--- config.mk ---
export PLATFORM = sky130hd
export DESIGN_NAME = binary_to_ascii_number_top_flat
export DESIGN_NICKNAME = d
export VERILOG_FILES = /design/src/sv/b2a_pkg.sv /design/src/sv/b2a_if.sv /design/src/sv/b2a_dabble.sv /design/src/sv/b2a_emit.sv /design/src/sv/binary_to_ascii_number_top.sv /design/src/flat_wrapper.sv
export VERILOG_INCLUDE_DIRS = /design/src /design/src/sv
export SDC_FILE = /design/constraint.sdc
export NUM_CORES = 1
export LEC_CHECK = 0
export BUFFER_PORTS_ARGS = -buffer_cell sky130_fd_sc_hd__buf_2
export CORE_MARGIN = 2
export CORE_UTILIZATION = 23
export CTS_CLUSTER_DIAMETER = 60
export DETAILED_ROUTE_END_ITERATION = 8
export SYNTH_ARGS = -nofsm -noshare
export SYNTH_HDL_FRONTEND = slang
export SYNTH_SLANG_ARGS = --single-unit
export TNS_END_PERCENT = 50
--- constraint.sdc ---
create_clock -name clk -period 23.7 [get_ports clk]
set_input_delay 3.555 -clock clk [delete_from_list [all_inputs] [get_ports clk]]
set_output_delay 3.555 -clock clk [all_outputs]
set_load 0.02 [all_outputs]
--- src/sv/binary_to_ascii_number_top_defines.svh ---
// ----------------------------------------------------------------------------
// binary_to_ascii_number_top_defines.svh
// Assertion macros of the number formatter, used by b2a_emit. They sample on clk
// and are switched off while rst is high.
// ----------------------------------------------------------------------------
`ifndef BINARY_TO_ASCII_NUMBER_TOP_DEFINES_SVH
`define BINARY_TO_ASCII_NUMBER_TOP_DEFINES_SVH

// Consequent must hold in the same cycle as the antecedent
`define B2A_ASSERT_NOW(lbl, ante, cons, msg) \
  lbl: assert property (@(posedge clk) disable iff (rst) (ante) |-> (cons)) \
    else $error(msg);

// Consequent must hold in the cycle after the antecedent
`define B2A_ASSERT_NEXT(lbl, ante, cons, msg) \
  lbl: assert property (@(posedge clk) disable iff (rst) (ante) |=> (cons)) \
    else $error(msg);

`endif

--- src/sv/b2a_pkg.sv ---
// ----------------------------------------------------------------------------
// b2a_pkg
// Widths, codes, transfer structs and helper functions of the number
// formatter.
// ----------------------------------------------------------------------------
`default_nettype none

package b2a_pkg;

  // Converted width of the value and derived sizes
  localparam int VALUE_WIDTH = 64;
  localparam int IN_WIDTH    = 64;
  localparam int DEC_DIGITS  = (VALUE_WIDTH * 30103 + 99999) / 100000;
  localparam int DIG_BITS    = DEC_DIGITS * 4;
  localparam int BIT_CNT_W   = $clog2(VALUE_WIDTH + 1);
  localparam int DIG_CNT_W   = $clog2(DEC_DIGITS + 1);

  localparam int LEN_W  = 16;
  localparam int CHAR_W = 7;
  localparam int CMD_W  = 2;

  // Conversion modes
  localparam logic [CMD_W-1:0] CMD_UDEC   = 2'd0;
  localparam logic [CMD_W-1:0] CMD_HEX    = 2'd1;
  localparam logic [CMD_W-1:0] CMD_SDEC32 = 2'd2;
  localparam logic [CMD_W-1:0] CMD_SDEC   = 2'd3;

  localparam logic [LEN_W-1:0] BUF_LEN_RESET = 16'd256;

  // Character codes
  localparam logic [CHAR_W-1:0] CHR_ZERO       = 7'h30;
  localparam logic [CHAR_W-1:0] CHR_MINUS      = 7'h2D;
  localparam logic [CHAR_W-1:0] HEX_LETTER_GAP = 7'd7;  // 'A' - '9' - 1

  typedef logic [VALUE_WIDTH-1:0] mag_t;
  typedef logic [DIG_BITS-1:0]    digits_t;

  // Start of a conversion, from the top level to the converter
  typedef struct packed {
    logic go;
    logic neg;
    logic hex;
    logic clear;
    mag_t mag;
  } conv_req_t;

  // Start of character emission, from the converter to the emitter
  typedef struct packed {
    logic go;
    logic neg;
    logic clear;
  } emit_req_t;

  // Map one digit to its ASCII character
  function automatic logic [CHAR_W-1:0] digit_char(input logic [3:0] d);
    logic [CHAR_W-1:0] c;
    c = CHR_ZERO + {3'b000, d};
    if (d > 4'd9) begin
      c = c + HEX_LETTER_GAP;
    end
    return c;
  endfunction

  // Add three to every BCD digit of five or more before the next shift
  function automatic digits_t bcd_adjust(input digits_t b);
    digits_t r;
    r = b;
    for (int i = 0; i < DEC_DIGITS; i++) begin
      if (b[4*i +: 4] >= 4'd5) begin
        r[4*i +: 4] = b[4*i +: 4] + 4'd3;
      end
    end
    return r;
  endfunction

endpackage

`default_nettype wire

--- src/sv/b2a_if.sv ---
// ----------------------------------------------------------------------------
// b2a_if
// Valid/ready channels of the number formatter: number in, character out.
// ----------------------------------------------------------------------------
`default_nettype none

interface b2a_in_if;
  logic                        valid;
  logic                        ready;
  logic [b2a_pkg::IN_WIDTH-1:0] value;
  logic [b2a_pkg::CMD_W-1:0]   cmd;
  logic                        start_new;

  modport source (output valid, value, cmd, start_new, input ready);
  modport sink   (input valid, value, cmd, start_new, output ready);
endinterface

interface b2a_out_if;
  logic                         valid;
  logic                         ready;
  logic [b2a_pkg::CHAR_W-1:0]   character;
  logic [b2a_pkg::LEN_W-1:0]    position;
  logic                         last;

  modport source (output valid, character, position, last, input ready);
  modport sink   (input valid, character, position, last, output ready);
endinterface

`default_nettype wire

--- src/sv/b2a_dabble.sv ---
// ----------------------------------------------------------------------------
// b2a_dabble
// Bit-serial converter: shifts the magnitude in one bit per cycle, most
// significant first, into a digit register with BCD correction (decimal) or
// without it (hex).
// ----------------------------------------------------------------------------
`default_nettype none

module b2a_dabble (
  input  wire logic               clk,
  input  wire logic               rst,
  input  wire b2a_pkg::conv_req_t req,
  output b2a_pkg::emit_req_t      done,
  output b2a_pkg::digits_t        digits
);

  logic                            busy;
  logic                            done_go;
  logic [b2a_pkg::BIT_CNT_W-1:0]   cnt;
  b2a_pkg::mag_t                   shreg;
  b2a_pkg::digits_t                bcd;
  b2a_pkg::digits_t                adj;
  logic                            neg;
  logic                            hex;
  logic                            clear;

  // Correct digits before the shift in decimal mode only
  assign adj = hex ? bcd : b2a_pkg::bcd_adjust(bcd);

  // Count the bits of one conversion
  always_ff @(posedge clk) begin
    if (rst) begin
      busy    <= 1'b0;
      done_go <= 1'b0;
      cnt     <= '0;
    end else begin
      done_go <= 1'b0;
      if (req.go) begin
        busy <= 1'b1;
        cnt  <= b2a_pkg::BIT_CNT_W'(b2a_pkg::VALUE_WIDTH);
      end else if (busy) begin
        cnt <= cnt - b2a_pkg::BIT_CNT_W'(1);
        if (cnt == b2a_pkg::BIT_CNT_W'(1)) begin
          busy    <= 1'b0;
          done_go <= 1'b1;
        end
      end
    end
  end

  // Load the magnitude, then shift one bit a cycle into the digit register
  always_ff @(posedge clk) begin
    if (req.go) begin
      shreg <= req.mag;
      bcd   <= '0;
      neg   <= req.neg;
      hex   <= req.hex;
      clear <= req.clear;
    end else if (busy) begin
      bcd   <= {adj[b2a_pkg::DIG_BITS-2:0], shreg[b2a_pkg::VALUE_WIDTH-1]};
      shreg <= shreg << 1;
    end
  end

  assign done   = '{go: done_go, neg: neg, clear: clear};
  assign digits = bcd;

endmodule

`default_nettype wire

--- src/sv/b2a_emit.sv ---
// ----------------------------------------------------------------------------
// b2a_emit
// Character emitter: walks the digit register one digit a cycle from the top
// while the output is not stalled, drops leading zeros, checks each character
// against the buffer capacity and hands it to the output register.
// ----------------------------------------------------------------------------
`default_nettype none

`include "binary_to_ascii_number_top_defines.svh"

module b2a_emit (
  input  wire logic                        clk,
  input  wire logic                        rst,
  input  wire b2a_pkg::emit_req_t          req,
  input  wire b2a_pkg::digits_t            digits,
  input  wire logic [b2a_pkg::LEN_W-1:0]   capacity,
  output logic                             busy,
  b2a_out_if.source                        dout
);

  b2a_pkg::digits_t                dig;
  logic [b2a_pkg::DIG_CNT_W-1:0]   rem;
  logic                            lead;
  logic                            neg_pend;
  logic [b2a_pkg::LEN_W-1:0]       count;
  logic                            out_valid;
  logic [b2a_pkg::CHAR_W-1:0]      out_char;
  logic [b2a_pkg::LEN_W-1:0]       out_pos;
  logic                            out_last;

  logic                            step_en;
  logic [3:0]                      head;
  logic                            final_dig;
  logic [b2a_pkg::CHAR_W-1:0]      cand_char;
  logic                            cand_final;
  logic                            cand_live;
  logic                            fits;
  logic                            more_fits;
  logic                            emit;
  logic                            last_bit;

  // Pick the candidate character and test it against the capacity
  always_comb begin
    step_en   = busy && (!out_valid || dout.ready);
    head      = dig[b2a_pkg::DIG_BITS-1 -: 4];
    final_dig = (rem == b2a_pkg::DIG_CNT_W'(1));
    if (neg_pend) begin
      cand_char  = b2a_pkg::CHR_MINUS;
      cand_final = 1'b0;
      cand_live  = 1'b1;
    end else begin
      cand_char  = b2a_pkg::digit_char(head);
      cand_final = final_dig;
      cand_live  = !(lead && (head == 4'd0) && !final_dig);
    end
    fits      = ({1'b0, count} + 17'd1) < {1'b0, capacity};
    more_fits = ({1'b0, count} + 17'd2) < {1'b0, capacity};
    emit      = step_en && cand_live && fits;
    last_bit  = cand_final || !more_fits;
  end

  // Advance the scan, the written count and the output valid
  always_ff @(posedge clk) begin
    if (rst) begin
      busy      <= 1'b0;
      rem       <= '0;
      lead      <= 1'b0;
      neg_pend  <= 1'b0;
      count     <= '0;
      out_valid <= 1'b0;
    end else begin
      if (req.go) begin
        busy     <= 1'b1;
        rem      <= b2a_pkg::DIG_CNT_W'(b2a_pkg::DEC_DIGITS);
        lead     <= 1'b1;
        neg_pend <= req.neg;
        if (req.clear) begin
          count <= '0;
        end
      end else if (step_en) begin
        if (neg_pend) begin
          neg_pend <= 1'b0;
        end else begin
          rem <= rem - b2a_pkg::DIG_CNT_W'(1);
          if (cand_live) begin
            lead <= 1'b0;
          end
          if (final_dig) begin
            busy <= 1'b0;
          end
        end
        if (emit) begin
          count <= count + 16'd1;
        end
      end
      if (emit) begin
        out_valid <= 1'b1;
      end else if (dout.ready) begin
        out_valid <= 1'b0;
      end
    end
  end

  // Shift the digit register and hold the output payload
  always_ff @(posedge clk) begin
    if (req.go) begin
      dig <= digits;
    end else if (step_en && !neg_pend) begin
      dig <= dig << 4;
    end
    if (emit) begin
      out_char <= cand_char;
      out_pos  <= count;
      out_last <= last_bit;
    end
  end

  assign dout.valid     = out_valid;
  assign dout.character = out_char;
  assign dout.position  = out_pos;
  assign dout.last      = out_last;

  `B2A_ASSERT_NOW(a_start_when_idle, req.go, !busy, "emission started while busy")
  `B2A_ASSERT_NOW(a_scan_complete, $fell(busy), rem == '0, "scan ended with digits left")
  `B2A_ASSERT_NOW(a_valid_from_scan, $rose(out_valid), $past(busy), "character without scan")
  `B2A_ASSERT_NEXT(a_more_follows, emit && !last_bit, busy, "scan stopped before last")

endmodule

`default_nettype wire

--- src/sv/binary_to_ascii_number_top.sv ---
// ----------------------------------------------------------------------------
// binary_to_ascii_number_top
// Number to ASCII formatter: unsigned decimal, uppercase hex, signed 32-bit
// or signed full-width decimal, written most significant character first
// against a buffer capacity.
// ----------------------------------------------------------------------------
//  channel  role    payload                          transfer when
//  din      sink    value, cmd, start_new            valid & ready
//  dout     source  character, position, last       valid & ready
//  cfg      write   cfg_data -> capacity             cfg_we
//
//  One number passes through loading the bit-serial converter, one shift per
//  bit of VALUE_WIDTH, handing the digits over, a scan of the DEC_DIGITS
//  digit positions (with one more step for a minus sign) and the return to
//  idle; din is ready again once the scan ends, even while the last
//  character still waits.
//  A stall on dout while a character waits holds the scan, cycle for cycle.
//  rst is synchronous: the capacity returns to 256 and the count to zero.
// ----------------------------------------------------------------------------
`default_nettype none

module binary_to_ascii_number_top (
  input  wire logic                      clk,
  input  wire logic                      rst,
  input  wire logic                      cfg_we,
  input  wire logic [b2a_pkg::LEN_W-1:0] cfg_data,
  b2a_in_if.sink                         din,
  b2a_out_if.source                      dout
);

  localparam logic [1:0] ST_IDLE = 2'd0;
  localparam logic [1:0] ST_CONV = 2'd1;
  localparam logic [1:0] ST_EMIT = 2'd2;

  logic [1:0]                     state;
  logic [1:0]                     state_next;
  logic [b2a_pkg::LEN_W-1:0]      capacity;
  logic                           accept;
  logic                           neg;
  b2a_pkg::mag_t                  vw;
  b2a_pkg::mag_t                  mag;
  logic [31:0]                    v32;
  logic [31:0]                    mag32;
  b2a_pkg::conv_req_t             conv_req;
  b2a_pkg::emit_req_t             emit_req;
  b2a_pkg::digits_t               digits;
  logic                           emit_busy;

  // Hold the buffer capacity
  always_ff @(posedge clk) begin
    if (rst) begin
      capacity <= b2a_pkg::BUF_LEN_RESET;
    end else if (cfg_we) begin
      capacity <= cfg_data;
    end
  end

  assign din.ready = (state == ST_IDLE);
  assign accept    = din.valid && din.ready;

  // Take sign and magnitude of the incoming value
  always_comb begin
    vw    = din.value[b2a_pkg::VALUE_WIDTH-1:0];
    v32   = din.value[31:0];
    mag32 = v32[31] ? (~v32 + 32'd1) : v32;
    unique case (din.cmd)
      b2a_pkg::CMD_SDEC32: begin
        neg = v32[31];
        mag = b2a_pkg::mag_t'(mag32);
      end
      b2a_pkg::CMD_SDEC: begin
        neg = vw[b2a_pkg::VALUE_WIDTH-1];
        mag = neg ? (~vw + b2a_pkg::mag_t'(1)) : vw;
      end
      default: begin
        neg = 1'b0;
        mag = vw;
      end
    endcase
    conv_req = '{go: accept, neg: neg, hex: (din.cmd == b2a_pkg::CMD_HEX),
                 clear: din.start_new, mag: mag};
  end

  // Sequence one number through conversion and emission
  always_comb begin
    state_next = state;
    unique case (state)
      ST_IDLE: begin
        if (accept) begin
          state_next = ST_CONV;
        end
      end
      ST_CONV: begin
        if (emit_req.go) begin
          state_next = ST_EMIT;
        end
      end
      ST_EMIT: begin
        if (!emit_busy) begin
          state_next = ST_IDLE;
        end
      end
      default: begin
        state_next = ST_IDLE;
      end
    endcase
  end

  always_ff @(posedge clk) begin
    if (rst) begin
      state <= ST_IDLE;
    end else begin
      state <= state_next;
    end
  end

  b2a_dabble u_dabble (
    .clk    (clk),
    .rst    (rst),
    .req    (conv_req),
    .done   (emit_req),
    .digits (digits)
  );

  b2a_emit u_emit (
    .clk      (clk),
    .rst      (rst),
    .req      (emit_req),
    .digits   (digits),
    .capacity (capacity),
    .busy     (emit_busy),
    .dout     (dout)
  );

endmodule

`default_nettype wire
--- src/flat_wrapper.sv ---
// flat-port wrapper written by rule: the top's interface ports become plain ports
module binary_to_ascii_number_top_flat 
  (clk, rst, cfg_we, cfg_data, din_valid, din_value, din_cmd, din_start_new, din_ready, dout_valid, dout_character, dout_position, dout_last, dout_ready);
  b2a_in_if din_i ();
  b2a_out_if dout_i ();
  input  wire logic clk;
  input  wire logic rst;
  input  wire logic cfg_we;
  input  wire logic [b2a_pkg::LEN_W-1:0] cfg_data;
  input wire logic [$bits(din_i.valid)-1:0] din_valid;
  input wire logic [$bits(din_i.value)-1:0] din_value;
  input wire logic [$bits(din_i.cmd)-1:0] din_cmd;
  input wire logic [$bits(din_i.start_new)-1:0] din_start_new;
  output wire logic [$bits(din_i.ready)-1:0] din_ready;
  output wire logic [$bits(dout_i.valid)-1:0] dout_valid;
  output wire logic [$bits(dout_i.character)-1:0] dout_character;
  output wire logic [$bits(dout_i.position)-1:0] dout_position;
  output wire logic [$bits(dout_i.last)-1:0] dout_last;
  input wire logic [$bits(dout_i.ready)-1:0] dout_ready;
  assign din_i.valid = din_valid;
  assign din_i.value = din_value;
  assign din_i.cmd = din_cmd;
  assign din_i.start_new = din_start_new;
  assign din_ready = din_i.ready;
  assign dout_valid = dout_i.valid;
  assign dout_character = dout_i.character;
  assign dout_position = dout_i.position;
  assign dout_last = dout_i.last;
  assign dout_i.ready = dout_ready;
  binary_to_ascii_number_top u_core (.clk(clk), .rst(rst), .cfg_we(cfg_we), .cfg_data(cfg_data), .din(din_i), .dout(dout_i));
endmodule
=== After elaboration in Yosys (flattened, before gate mapping) ===
Index checks and enable logic that the tools add are counted.

* Register bits after elaboration: 303
* Latch bits: 0
* Memory bits (writable): 0
* ROM bits: 0
* Input port bits: 88
* Output and inout port bits: 26
* Word-level logic and storage cells: 183
* Memories: 0

* Add/sub/neg operators: 29
* Multipliers: 0
* Divide/modulo/power cells: 0
* Order comparisons: 23
* Eq/ne operators: 12
* Shift-type cells: 0
* Multiplexer cells: 61
* Bitwise logic cells: 4
* Reduce and logical (&&, ||, !) cells: 32

{| class="wikitable"
|+ Operator list
! operator !! count
|-
| $mux 64 || 3
|-
| $mux 80 || 2
|-
| $pmux 64 s2 || 1
|-
| $ge 4x3->1 const B || 20
|-
| $mux 79 || 1
|-
| $add 4x2->4 const B || 19
|-
| $mux 4 || 19
|-
| $add 64x1->64 const B || 1
|-
| $mux 16 || 4
|-
| $not 64->64 || 1
|-
| $lt 17x16->1 || 2
|-
| $add 32x1->32 const B || 1
|-
| $mux 32 || 1
|-
| $not 32->32 || 1
|-
| $mux 7 || 3
|-
| $mux 1 || 18
|-
| $add 16x1->17 const B || 1
|-
| $add 16x2->17 const B || 1
|-
| $add 16x1->16 const B || 1
|-
| $mux 5 || 3
|-
| $reduce_bool 2->1 || 7
|-
| $reduce_and 3->1 || 4
|-
| $add 6x4->7 const A || 1
|-
| $add 7x3->7 const B || 1
|-
| other kinds (23) || 45
|}

=== Longest topological paths before layout ===
Gate-level depths: netlist of run 1.

* Word-level depth: 10
* Mapped depth: 15
* Mapped depth without buffers: 13

=== Hierarchy ===
A second synthesis of run 1 with hierarchy kept.

* Cell total of the unflattened synthesis: 1,676
* Area total of the unflattened synthesis: 17,226.5 um2

{| class="wikitable"
|+ Modules (own cells, without submodules)
! module !! instances !! cells an instance !! area an instance (um2) !! seq. area each (um2)
|-
| b2a_dabble || 1 || 778 || 8,081.5 || 3,793.6
|-
| b2a_emit || 1 || 509 || 6,500.0 || 3,623.5
|-
| binary_to_ascii_number_top || 1 || 389 || 2,645.0 || 360.3
|}

=== Least setup slack after synthesis of run 1 ===
OpenSTA, ideal clock, no wires.

* Path type: in2reg
* Start: input port dout_ready
* End: register u_core.u_emit.dig[0], enable pin
* Library setup time: 0.629 ns
* Arrival time: 9.355 ns
* Data required time: 23.071 ns
* Setup slack: 13.716 ns
* Cell stages on the path: 3
* Path buffers: 0
* Path through: nand2b_1 nand2_1 o21ai_0

* Word-level cells in the longest chain between the ends: 4

{| class="wikitable"
|+ RTL lines
! what !! RTL line !! text
|-
| from (decl) || flat_wrapper.sv:19 || <nowiki>input wire logic [$bits(dout_i.ready)-1:0] dout_ready;</nowiki>
|-
| $logic_or 1x1->1 || b2a_emit.sv:44 || <nowiki>step_en = busy && (!out_valid || dout.ready);</nowiki>
|-
| $logic_and 1x1->1 || b2a_emit.sv:44 ||
|-
| $logic_and 1x1->1 || b2a_emit.sv:108 || <nowiki>end else if (step_en && !neg_pend) begin</nowiki>
|-
| $reduce_bool 2->1 (no source line) || - ||
|-
| to (signal assigned) || b2a_emit.sv:107 || <nowiki>dig <= digits;</nowiki>
|-
| to (signal assigned) || b2a_emit.sv:109 || <nowiki>dig <= dig << 4;</nowiki>
|-
| to (decl) || b2a_emit.sv:21 || <nowiki>b2a_pkg::digits_t dig;</nowiki>
|}

Every way passes these cells.
A chain may end at the register's enable or synchronous reset.

=== Worst setup path in the final report of run 1 ===
* Start: input port din_valid
* End: register u_core.u_dabble.shreg[58] (data pin)

* Word-level cells in the longest chain between the ends: 2

{| class="wikitable"
|+ RTL lines
! what !! RTL line !! text
|-
| from (decl) || flat_wrapper.sv:10 || <nowiki>input wire logic [$bits(din_i.valid)-1:0] din_valid;</nowiki>
|-
| $logic_and 1x1->1 || binary_to_ascii_number_top.sv:59 || <nowiki>assign accept = din.valid && din.ready;</nowiki>
|-
| $mux 64 || b2a_dabble.sv:53 || <nowiki>if (req.go) begin</nowiki>
|-
| to (signal assigned) || b2a_dabble.sv:54 || <nowiki>shreg <= req.mag;</nowiki>
|-
| to (signal assigned) || b2a_dabble.sv:61 || <nowiki>shreg <= shreg << 1;</nowiki>
|-
| to (decl) || b2a_dabble.sv:20 || <nowiki>b2a_pkg::mag_t shreg;</nowiki>
|}

Every way passes these cells.

==> results of run 1 <==
-- Yosys cell counts (7+ instances only) --
master,instances
o211ai_1,52
a31oi_1,8
nor2_1,166
clkbuf_1,59
xor2_1,36
o21ai_0,90
a21o_1,7
mux2_2,77
nor3b_1,20
buf_1,19
ha_1,81
o31ai_1,16
a211oi_1,41
dfxtp_1,132
nor4_1,14
or3_1,19
edfxtp_1,171
nand4_1,11
or4_1,7
inv_1,83
a22oi_1,11
xnor2_1,55
nand2b_1,28
and2_1,10
nand2_1,95
mux2i_1,64
or2_2,15
nand3_1,29
a21oi_1,83
nor3_1,47
-- cell families (layout without fill, tap and decap cells) --
kind of cell    count (synthesis)  count (layout)
fa+ha+maj                      81              81
xor+xnor                       91              91
buf+inv                       165             265
compound gates                345             345
flops                         303             303
mux                           141             141
simple gates                  492             492
-- where the power goes --
group	internal, mW	total [mW]	switching, mW
combinational	0.0715	0.170	0.0988
sequential	0.597	0.631	0.0339
clock	0.277	0.482	0.205
-- registers in the layout, indices dropped and copies added (netlist names), 7 cells and up --
register and cells:
u_core.capacity 16, u_core.u_dabble.cnt 7, u_core.u_dabble.digits 80, u_core.u_dabble.shreg 64, u_core.u_emit.count 16, u_core.u_emit.dig 80, u_core.u_emit.dout.character 7, u_core.u_emit.dout.position 16
-- worst min path at each step --
stage,from,end,slack [ns],cells after the start
5_1_grt,u_core.u_emit.lead$_SDFFE_PP0P_,u_core.u_emit.lead$_SDFFE_PP0P_,0.51,2
6_report,u_core.u_emit.lead$_SDFFE_PP0P_,u_core.u_emit.lead$_SDFFE_PP0P_,0.48,2
3_3_place_gp,u_core.state[1]$_SDFFE_PP0P_,u_core.state[0]$_SDFFE_PP0P_,0.46,1
2_1_floorplan,u_core.u_emit.count[3]$_SDFFE_PP0P_,u_core.u_emit.dout.position[3]$_DFFE_PP_,0.41,0
4_1_cts,u_core.state[1]$_SDFFE_PP0P_,u_core.state[0]$_SDFFE_PP0P_,0.48,1
3_5_place_dp,u_core.u_emit.lead$_SDFFE_PP0P_,u_core.u_emit.lead$_SDFFE_PP0P_,0.47,2
-- worst max-delay path: stages --
cell and delay, ns:
buf_2 0.15, nand2_4 0.29, nor2_1 0.97, nand2_1 0.58, or3_1 0.51, nand3_1 0.07
-- metrics by stage --
stage	cell area, um2	total power [mW]	utilization
after floorplan	16400	0.758	-
after global placement	17900	0.802	0.255
after detailed placement	17900	0.812	0.255
after CTS	18900	1.30	0.269
after global routing	18900	1.35	0.269
final	18900	1.28	0.269
-- per-layer routing --
metal / routed length (um) / part of all wire
met1: 17100 / 0.46
met2: 17400 / 0.47
met3: 2040 / 0.055
met4: 726 / 0.019
met5: 0 / 0
-- cell type report --
| cell class | instances | area (um2) | area share |
|---|---|---|---|
| Clock buffer | 48 | 920 | 0.0486 |
| Clock inverter | 9 | 80.1 | 0.00423 |
| Inverter | 85 | 319 | 0.0169 |
| Multi-Input combinational cell | 1150 | 8000 | 0.423 |
| Sequential cell | 303 | 7780 | 0.412 |
| Tap cell | 940 | 1180 | 0.0622 |
| Timing Repair Buffer | 123 | 641 | 0.0339 |
==> results.json, run 1 <==
{
  "async_flop_share": 0,
  "fmax_mhz": 174,
  "via_per_inst": 4.59,
  "synth_top_family_by_area": "simple AND/OR/NAND/NOR gates",
  "cts_root_buffer": "clkbuf_16",
  "rsz0062_at_grt": "no",
  "final_layout_size_suffix_gt1_frac": 0.162,
  "synth_edf_count": 171,
  "detailed_place_hpwl_um": 25200,
  "hold_violations": 0,
  "dieArea_mm2": 0.0733,
  "grt_max_degree": 87,
  "synth_top_cell_area_share": 0.314,
  "crit_fanout": 48,
  "fillers": 7398,
  "slew_headroom": 0.267,
  "outcome": "complete, no violations",
  "routabilityCongestion": 0.857,
  "p_leak_nw": 6.62,
  "use_met2": 0.169,
  "grtUsageMet1": 0.129,
  "rows": 97,
  "fin_setup_tns_ns": 0,
  "max-clock-path-buffers": 3,
  "synthTopCellsByArea": "edfxtp_1, dfxtp_1, ha_1",
  "syn_to_final_growth_pct": 15.5,
  "synthFlopType": "edfxtp_1",
  "critical_path_class": "in2reg",
  "clkSinkCount": 303,
  "grt_overflow": 0,
  "cts-htree-levels": 1,
  "final.period_utilization": 0.243,
  "slew_viol_final": 0,
  "ys_seq_elements": 303,
  "crit_path_end": "u_core.u_dabble.shreg[58]$_DFFE_PP_",
  "drcViolationCount": 0,
  "critPathLaunchType": "primary input",
  "wl_per_cell_um": 14.0,
  "syn_inst": 1618,
  "floorplan.initialDensity": 0.233,
  "hold_class": "reg2reg",
  "hold_buffers": 0,
  "drtPass1Iterations": 5,
  "use_met3": 0.0174,
  "postSynthNetCount": 1787,
  "dp_cells": 2601,
  "stdcell_count": 2658,
  "vdd_drop_max_uv": 53.0,
  "arrival_ns": 6.19,
  "worst_pin_slew_ns": 1.10,
  "regToRegEndpoint": "u_core.u_emit.dout.character[3]$_SDFFCE_PP1P_",
  "synth_area_leader_cell": "edfxtp_1",
  "vias": 12209,
  "fin_ws_ns": 17.94,
  "cap_violations": 0,
  "ant_nets": 0,
  "power_per_cell_area_mw_per_mm2": 67.8,
  "synth_area_mm2": 0.0164,
  "grt_pass1_wl_um": 61600,
  "reg2reg_depth": 12,
  "postCtsSetupBuffers": 0,
  "synthMuxAreaShare": 0.0921,
  "synth_fa_ha_area_frac": 0.0619,
  "crit_required_ns": 24.13,
  "yosysSeqAreaShare": 0.475,
  "diodes": 0,
  "finalClockSkew_ns": 0.0105,
  "clk_pin_slew_worst_paths_ns": 0.06,
  "worst_setup_path_end_kind": "register",
  "grtUsageTotal": 0.0991,
  "die_w_um": 271,
  "setup_viol": 0,
  "min_period_ns": 5.76,
  "syn_avg_cell_area_um2": 10.1,
  "final_common_cell": "edfxtp_1",
  "layout_common_cells": "edfxtp_1, nor2_1, dfxtp_1",
  "pin_count": 114,
  "cts_buffers": 31,
  "cts_tree": "done",
  "wl_um": 37300,
  "drt_iter0_drc": 731,
  "holdWs_ns": 0.480,
  "top_usage_layer": "met2",
  "grt_pass1_vias": 12131,
  "synth-simple-area-share": 0.151,
  "clk_latency_ns": 0.57,
  "synth-xor-area-share": 0.0487,
  "yosysWarnings": 0,
  "post-place-ws_ns": 17.38,
  "ctsResizeCount": 0,
  "core-area_mm2": 0.0703,
  "timing.rr.start": "u_core.u_emit.count[0]$_SDFFE_PP0P_",
  "synth_compound_area_frac": 0.134,
  "die_height_um": 271,
  "finalNetCount": 1863,
  "crit_path_start": "din_valid",
  "antenna_found_initial": 0,
  "worst-r2r-setup-slack_ns": 18.71,
  "port_buffers": 113,
  "yosysUniqueCellTypes": 61
}
Power figures use the tool's default switching activity.
==> run 2: changes to the inputs <==
clock period = 5.6 ns   (was 23.7 ns; I/O delays follow)
==> results.json, run 2 (synthesized netlist as in run 1, its figures left out) <==
{
  "critPathLaunchType": "register",
  "rsz0062_at_grt": "no",
  "drt_iter0_drc": 874,
  "regToRegEndpoint": "u_core.u_emit.dout.position[14]$_DFFE_PP_",
  "pin_count": 114,
  "stdcell_count": 2664,
  "clkSinkCount": 303,
  "crit_path_start": "u_core.u_emit.count[0]$_SDFFE_PP0P_",
  "layout_common_cells": "edfxtp_1, nor2_1, dfxtp_1",
  "worst_pin_slew_ns": 1.01,
  "drtPass1Iterations": 5,
  "setup_viol": 0,
  "fin_setup_tns_ns": 0,
  "slowest_delay_ns": 0.66,
  "rows": 97,
  "antenna_found_initial": 2,
  "vias": 12364,
  "path_depth": 13,
  "outcome": "complete, no violations",
  "critical_path_class": "reg2reg",
  "final_common_cell": "edfxtp_1",
  "wl_um": 38100,
  "via_per_inst": 4.64,
  "path_buf_inv": 2,
  "clk_pin_slew_worst_paths_ns": 0.06,
  "grt_pass1_wl_um": 62500,
  "final.period_utilization": 0.789,
  "cts_root_buffer": "clkbuf_16",
  "worst_hold_startpoint": "u_core.state[1]$_SDFFE_PP0P_",
  "final_layout_size_suffix_gt1_frac": 0.166,
  "min_period_ns": 4.42,
  "reg2reg_depth": 13,
  "fmax_mhz": 226,
  "fillers": 7291,
  "crit_required_ns": 5.78,
  "power_per_cell_area_mw_per_mm2": 296,
  "totalPowerFinal_mw": 5.63,
  "ant_nets": 0,
  "port_buffers": 113,
  "critPathSlowestCell": "dfxtp_1",
  "crit_path_end": "u_core.u_emit.dout.position[14]$_DFFE_PP_",
  "crit_family": "simple AND/OR/NAND/NOR gates",
  "finalClockSkew_ns": 0.0245,
  "path_cells": "ha_1 > nand3_1 > or3_1 > and2_1 > or2_2 > ha_1 > and4_1 > and3_1 > a211oi_1 > a31o_2 > nand2b_1 > inv_1 > buf_4",
  "routabilityCongestion": 0.883,
  "hold_buffers": 0,
  "max-clock-path-buffers": 3,
  "wl_per_cell_um": 14.3,
  "grtUsageTotal": 0.102,
  "cts_tree": "done",
  "grt_pass1_vias": 12095,
  "arrival_ns": 4.60,
  "cts-htree-levels": 2,
  "vdd_drop_max_uv": 208,
  "cts_buffers": 34,
  "timing.rr.start": "u_core.u_emit.count[0]$_SDFFE_PP0P_",
  "worst_setup_path_end_kind": "register",
  "core-area_mm2": 0.0703,
  "hold_violations": 0,
  "floorplan.initialDensity": 0.233,
  "die_w_um": 271,
  "hold_class": "reg2reg",
  "detailed_place_hpwl_um": 25400,
  "crit_top_cell": "ha_1",
  "dieArea_mm2": 0.0733,
  "grt_overflow": 0,
  "p_leak_nw": 6.69,
  "ctsResizeCount": 0,
  "die_height_um": 271,
  "finalNetCount": 1868,
  "diodes": 0,
  "slew_viol_final": 0,
  "grt_max_degree": 78,
  "drcViolationCount": 0,
  "worst-r2r-setup-slack_ns": 1.18,
  "syn_to_final_growth_pct": 16.3,
  "clk_latency_ns": 0.53,
  "postCtsSetupBuffers": 0,
  "cap_violations": 0,
  "slew_headroom": 0.323,
  "crit_fanout": 24,
  "dp_cells": 2603
}
==> run 2: changes by cell type in the layout (fill, tap and decap cells not counted), moves of 2 or more <==
| cell | previous run | this run |
|---|---|---|
| clkbuf_16 | 31 | 38 |
| clkinv_2 | 3 | 6 |
| buf_4 | 10 | 12 |
| clkbuf_1 | 9 | 7 |
| inv_6 | 0 | 2 |
| clkbuf_8 | 8 | 5 |
==> run 2: through the flow <==
| stage | hold slack, ns | cell area [um2] | util | setup WS (ns) |
|---|---|---|---|---|
| final | 0.479 | 19000 | 0.271 | 1.18 |
| after global routing | 0.501 | 19000 | 0.271 | 0.883 |
| after CTS | 0.478 | 19000 | 0.271 | 1.18 |
| after detailed placement | 0.463 | 17900 | 0.255 | 1.21 |
| after global placement | 0.460 | 17900 | 0.255 | 1.22 |
| after floorplan | 0.406 | 16400 | - | 0.494 |
==> run 2: layout make-up <==
class	count	area, um2	area share
Clock inverter	11	70.1	0.00368
Clock buffer	50	1050	0.0549
Sequential cell	303	7780	0.409
Multi-Input combinational cell	1150	8000	0.420
Timing Repair Buffer	125	656	0.0344
Inverter	85	319	0.0167
Tap cell	940	1180	0.0617
==> run 2: worst min path at each step <==
stage	end	cells after the start
2_1_floorplan	u_core.u_emit.dout.position[3]$_DFFE_PP_	0
3_3_place_gp	u_core.state[0]$_SDFFE_PP0P_	1
3_5_place_dp	u_core.state[0]$_SDFFE_PP0P_	1
4_1_cts	u_core.state[0]$_SDFFE_PP0P_	1
5_1_grt	u_core.state[0]$_SDFFE_PP0P_	1
6_report	u_core.state[0]$_SDFFE_PP0P_	1
==> run 2: worst register-to-register path, stage by stage (launching register included) <==
cell and delay [ns]:
dfxtp_1 0.66, ha_1 0.29, nand3_1 0.17, or3_1 0.52
and2_1 0.22, or2_2 0.29, ha_1 0.31, and4_1 0.24
and3_1 0.18, a211oi_1 0.27, a31o_2 0.37, nand2b_1 0.15
inv_1 0.08, buf_4 0.32
==> run 2: report_power, final <==
group	total, mW	switching, mW	internal (mW)
combinational	0.722	0.419	0.303
sequential	2.67	0.145	2.53
clock	2.24	0.935	1.31
==> run 2: layer usage <==
| metal | vias to the layer above | global-route usage | wire length [um] |
|---|---|---|---|
| li1 | 6059 | - | - |
| met1 | 5865 | 0.136 | 17600 |
| met2 | 371 | 0.165 | 17500 |
| met3 | 67 | 0.0188 | 2120 |
| met4 | 2 | 0.0311 | 885 |
| met5 | - | 0 | 7 |
